**config.mk**
```make
export PLATFORM = sky130hd
export DESIGN_NAME = sne_factor_bank
export DESIGN_NICKNAME = d
export VERILOG_FILES = /design/src/rtl/sne_pkg.sv /design/src/rtl/sne_factor_bank.sv
export SDC_FILE = /design/constraint.sdc
export NUM_CORES = 2
export LEC_CHECK = 0
export BUFFER_PORTS_ARGS = -buffer_cell sky130_fd_sc_hd__buf_2
export CORE_ASPECT_RATIO = 0.8
export CORE_UTILIZATION = 25
export CTS_CLUSTER_DIAMETER = 100
export DETAILED_ROUTE_END_ITERATION = 12
export GPL_TIMING_DRIVEN = 0
export PLACE_DENSITY = 0.5
export SLEW_MARGIN = 15
export SYNTH_ARGS = -nofsm -noshare
export SYNTH_HDL_FRONTEND = slang
export SYNTH_SLANG_ARGS = --single-unit
```
**constraint.sdc**
```tcl
create_clock -name i_clk -period 30.9 [get_ports i_clk]
set_input_delay 6.18 -clock i_clk [delete_from_list [all_inputs] [get_ports i_clk]]
set_output_delay 6.18 -clock i_clk [all_outputs]
set_load 0.02 [all_outputs]
```
**src/rtl/sne_pkg.sv**
```systemverilog
// Shared types and constants of the smooth number enumerator.
// No dependencies; used by every module of the block.
package sne_pkg;

    localparam int MAX_FACTORS_DEF   = 8;
    localparam int HISTORY_DEPTH_DEF = 1024;

    localparam int DATA_W    = 32;
    localparam int PROD_W    = 2 * DATA_W;
    localparam int OP_W      = 2;
    localparam int STATUS_W  = 3;
    localparam int CFG_IDX_W = 1;

    typedef logic [OP_W-1:0]     t_op;
    typedef logic [STATUS_W-1:0] t_status;

    localparam t_op OP_LOAD    = 2'd0;
    localparam t_op OP_RESTART = 2'd1;
    localparam t_op OP_NEXT    = 2'd2;

    localparam t_status ST_NUMBER    = 3'd0;
    localparam t_status ST_ACK       = 3'd1;
    localparam t_status ST_EXHAUSTED = 3'd2;
    localparam t_status ST_FULL      = 3'd3;
    localparam t_status ST_BAD       = 3'd4;

    localparam logic [CFG_IDX_W-1:0] REG_LOWER = 1'd0;
    localparam logic [CFG_IDX_W-1:0] REG_UPPER = 1'd1;

    localparam logic [DATA_W-1:0] LOWER_RESET = 32'd1;
    localparam logic [DATA_W-1:0] UPPER_RESET = 32'd1000;
    localparam logic [DATA_W-1:0] MIN_FACTOR  = 32'd2;
    localparam logic [DATA_W-1:0] FIRST_NUM   = 32'd1;

    typedef struct packed {
        logic load;
        logic init;
        logic upd;
    } t_fb_cmd;

endpackage

```
**src/rtl/sne_factor_bank.sv**
```systemverilog
// Factor table with per-factor head pointer and pending candidate, plus the multiplier.
// Depends on sne_pkg for widths and the command struct.
module sne_factor_bank #(
    parameter int MAX_FACTORS   = sne_pkg::MAX_FACTORS_DEF,
    parameter int HISTORY_DEPTH = sne_pkg::HISTORY_DEPTH_DEF
) (
    input  logic                             i_clk,
    input  logic                             i_rst_n,
    input  sne_pkg::t_fb_cmd                 i_cmd,
    input  logic [$clog2(MAX_FACTORS)-1:0]   i_idx,
    input  logic [sne_pkg::DATA_W-1:0]       i_load_value,
    input  logic [$clog2(HISTORY_DEPTH)-1:0] i_hp,
    input  logic [sne_pkg::DATA_W-1:0]       i_hist_data,
    output logic [$clog2(MAX_FACTORS+1)-1:0] o_count,
    output logic [sne_pkg::PROD_W-1:0]       o_pending,
    output logic [$clog2(HISTORY_DEPTH)-1:0] o_head
);

    localparam int IW = $clog2(MAX_FACTORS);
    localparam int CW = $clog2(MAX_FACTORS + 1);
    localparam int HW = $clog2(HISTORY_DEPTH);

    logic [CW-1:0]                r_count;
    logic [sne_pkg::DATA_W-1:0]   r_factor  [MAX_FACTORS];
    logic [HW-1:0]                r_head    [MAX_FACTORS];
    logic [sne_pkg::PROD_W-1:0]   r_pending [MAX_FACTORS];
    logic [sne_pkg::PROD_W-1:0]   w_prod;

    assign w_prod = sne_pkg::PROD_W'(r_factor[i_idx]) * sne_pkg::PROD_W'(i_hist_data);

    always_ff @(posedge i_clk) begin
        if (!i_rst_n) begin
            r_count <= '0;
        end else if (i_cmd.load) begin
            r_count <= r_count + CW'(1);
        end
    end

    always_ff @(posedge i_clk) begin
        if (i_cmd.load) begin
            r_factor[r_count[IW-1:0]] <= i_load_value;
        end
        if (i_cmd.init) begin
            for (int k = 0; k < MAX_FACTORS; k++) begin
                r_head[k]    <= '0;
                r_pending[k] <= {{sne_pkg::DATA_W{1'b0}}, r_factor[k]};
            end
        end else if (i_cmd.upd) begin
            r_head[i_idx]    <= i_hp;
            r_pending[i_idx] <= w_prod;
        end
    end

    assign o_count   = r_count;
    assign o_pending = r_pending[i_idx];
    assign o_head    = r_head[i_idx];

endmodule

```
==> impl_results.md <==
* Worst Path Required at 31.29 ns
* DIE AREA at 0.2736 mm^2
* Multi-input gate area at 0.03777 mm^2
* Gate Count Post-Synth at 6112
* Post-Syn Nets at 7354
* Fin. max-slew vios at 0
* Worst reg2reg path startpoint: r_factor[0][13]
* Slowest stage cell, crit path: clkbuf_1
* Mapped Avg Cell Area at 11.10 um^2
* CTS Buffer Depth at 3
* Synthesis Warnings at 0
* Hold buffers post-CTS at 0
* Fillers at 27950
* Post-Syn Area at 0.06787 mm^2
* # Post-CTS Setup Buffers at 0
* Cells on worst reg2reg path at 25
* Worst-Skew Late Latency at 0.70 ns
* Number of flops mapped to enable cells by yosys at 848
* Largest cells by area after synthesis: edfxtp_1, fa_1, and2_1
* Detailed Route Iter0 Violations at 7732
* I/O pin total at 160
* Reg2Reg Setup Slack at 19.67 ns
* Layout net count at 7642
* Site Rows at 170
* Max cap viols at 0
* Area Overhead vs Synth at 13.44%
* Final worst slack at 12.41 ns
* Fin crit period at 18.49 ns
* Kind of critical path: in -> reg
* Dpl cell area at 0.07432 mm^2
* Worst hold endpoint: r_pending[3][13]
* Setup slack at placement at 12.35 ns
* Gpl congestion at 0.9950
* Area leader, netlist: edfxtp_1
* All-layer global routing usage at 21.63%
* CTS-repair resized insts at 0
* Crit start category: primary input
* First-pass GRT wire length at 410600 um
* Asr flop ratio synth at 0%
* CP dominant cell by count: fa_1
* Number of hold violations in the final report at 0
* IO buf count at 156
* CTS Sinks at 852
* Worst hold path class: reg -> reg
* Vias in the first global route at 50710
* Detail-routed via count per cell at 5.119
* Register bit count reported by yosys at 852
* Worst Hold Launch: r_factor[3][13]
* Via Count at 51710
* Share of the synthesized area in the top cell type at 37.52%
* Max FO, Critical Path at 10
* H-Tree Depth at 3
* Share of post-route cells with drive strength above 1 at 8.034%
* Largest net degree at the start of global routing at 36
* Max frequency at 54.07 MHz
* Die height at 468.0 um
* Final period util at 59.85%
* CP arrival at 18.88 ns
* Final setup viols at 0
* Number of remaining DRC errors at 0
* Initial Utilization at 25.22%
* Routed WL at 300600 um
* Register area at 0.02554 mm^2
* Total gr overflow at 0
* Worst Hold Depth at 2
* Setup crit end kind: flop
* Hold Worst Slack at 0.5560 ns
* Slew HR at 6.069%
* Initial antenna violation count at 80
* Measured slew at the worst slew-check pin at 1.409 ns
* CTS Buf Count at 80
* Count of cell types in the netlist at 62
* Final setup TNS at 0 ns
* Worst r2r dst: r_pending[2][59]
* Clk root buf: clkbuf_16
* Core area at 0.2691 mm^2
* Reg clk slew, reported paths at 0.07 ns
* Ys flop type: edfxtp_1
* Register area share after synthesis at 37.64%
* Slowest cell delay on critical path at 1.09 ns
* CTS tree: yes
* Die X at 584.6 um
* RSZ-0062 raised after global routing: false
* Avg WL per Cell at 29.76 um
* DRT Pass-1 Iters at 6
* Clock Skew at 0.03297 ns
* DRT antenna net count at 0
* Status: finished, final reports clean
* Fin area at 0.07700 mm^2
* DPL Wire Length at 229400 um
through the flow:
stage | std cells | util (%)
3_5_place_dp | 9929 | 27.62
3_3_place_gp | 9880 | 27.19
4_1_cts | 10070 | 28.57
6_report | 10100 | 28.62
2_1_floorplan | 6112 | -
5_1_grt | 10080 | 28.60
state kept, by name, indices dropped and copies added (netlist names):
name / cells
r_factor: 256
r_head: 80
r_pending: 512
o_count: 4
layer usage:
layer	global-route usage (%)	wire length, um	share of wire [%]	vias to the layer above
li1	-	-	-	20770
met1	30.42	124600	41	26830
met2	31.13	124400	41	3543
met3	6.703	39140	13	537
met4	7.548	12200	4.1	30
met5	0	181	0.060	-
worst max-delay path, delay by kind of cell:
| kind | cells | cell delay [ns] |
|---|---|---|
| simple gates | 10 | 3.28 |
| fa+ha+maj | 9 | 4.42 |
| buf+inv | 8 | 3.67 |
| compound gates | 2 | 0.44 |
| xor+xnor | 1 | 0.82 |
cells in the final DEF (no fill, tap or decap), drive strengths merged, types with 32 or more instances in the layout:
master,synthesis,final
inv,866,869
a22oi,426,426
and3,87,87
o21ai,206,206
edfxtp,848,848
a21oi,68,68
fa,896,896
and2,606,606
nor2,304,304
a21o,36,36
ha,264,264
nand2,667,667
nand4,131,131
mux2,88,88
clkinv,0,32
xnor2,33,33
clkbuf,375,473
buf,33,237
cells in the mapped netlist, drive strengths merged (2+ instances only):
| cell type | n |
|---|---|
| fa | 896 |
| inv | 866 |
| edfxtp | 848 |
| nand2 | 667 |
| and2 | 606 |
| a22oi | 426 |
| clkbuf | 375 |
| nor2 | 304 |
| ha | 264 |
| o21ai | 206 |
| nand4 | 131 |
| mux2 | 88 |
| and3 | 87 |
| a21oi | 68 |
| a21o | 36 |
| buf | 33 |
| xnor2 | 33 |
| xor2 | 30 |
| nor3 | 21 |
| nand2b | 15 |
| nand3 | 15 |
| a31oi | 13 |
| o21a | 9 |
| o21bai | 8 |
| o211ai | 5 |
| a2111oi | 4 |
| dfxtp | 4 |
| nor2b | 4 |
| nor3b | 4 |
| o31ai | 4 |
| and4 | 3 |
| o2111ai | 3 |
| o221a | 3 |
| o311ai | 3 |
| or2 | 3 |
| or3 | 3 |
| a21boi | 2 |
| a221o | 2 |
| a311oi | 2 |
| a31o | 2 |
| a41oi | 2 |
| o221ai | 2 |
| or4 | 2 |
cells by family (layout without fill, tap and decap cells):
| group | Yosys count | after routing | synth area share [%] |
|---|---|---|---|
| AO/OA/AOI/OAI | 807 | 807 | 8.050 |
| XOR/XNOR | 63 | 63 | 0.8683 |
| adder cells (fa/ha/maj) | 1160 | 1160 | 31.29 |
| buffers and inverters | 1274 | 1622 | 7.070 |
| flip-flops | 852 | 852 | 37.64 |
| multiplexers | 89 | 89 | 1.475 |
| other | 0 | 30 | 0 |
| AND/OR/NAND/NOR | 1867 | 1867 | 13.61 |
how the worst max path moves through the flow:
stage | startpoint | end | slack, ns | cells past startpoint
detailed placement | i_idx[1] | r_pending[5][59] | 12.35 | 29
finish | i_idx[2] | r_pending[2][59] | 12.41 | 30
CTS | i_idx[1] | r_pending[5][59] | 13.05 | 29
global placement | i_idx[2] | r_pending[1][59] | 11.23 | 28
global route | i_idx[2] | r_pending[7][48] | 12.46 | 30
floorplan | i_idx[1] | r_pending[0][48] | 16.30 | 31
cell type report:
| class | count | share of cell area (%) |
|---|---|---|
| clock buffers | 96 | 2.706 |
| well taps | 3612 | 5.870 |
| diodes | 30 | 0.09750 |
| inverters | 866 | 4.222 |
| flip-flops and latches | 852 | 33.18 |
| plain buffers | 408 | 2.078 |
| multi-input cells | 3986 | 49.05 |
| clock inverters | 46 | 0.6273 |
| repair buffers | 206 | 2.171 |
Power is left out: the tool's default activity adds up to more than one toggle a clock period on the data nets, which glitch-free logic cannot reach.
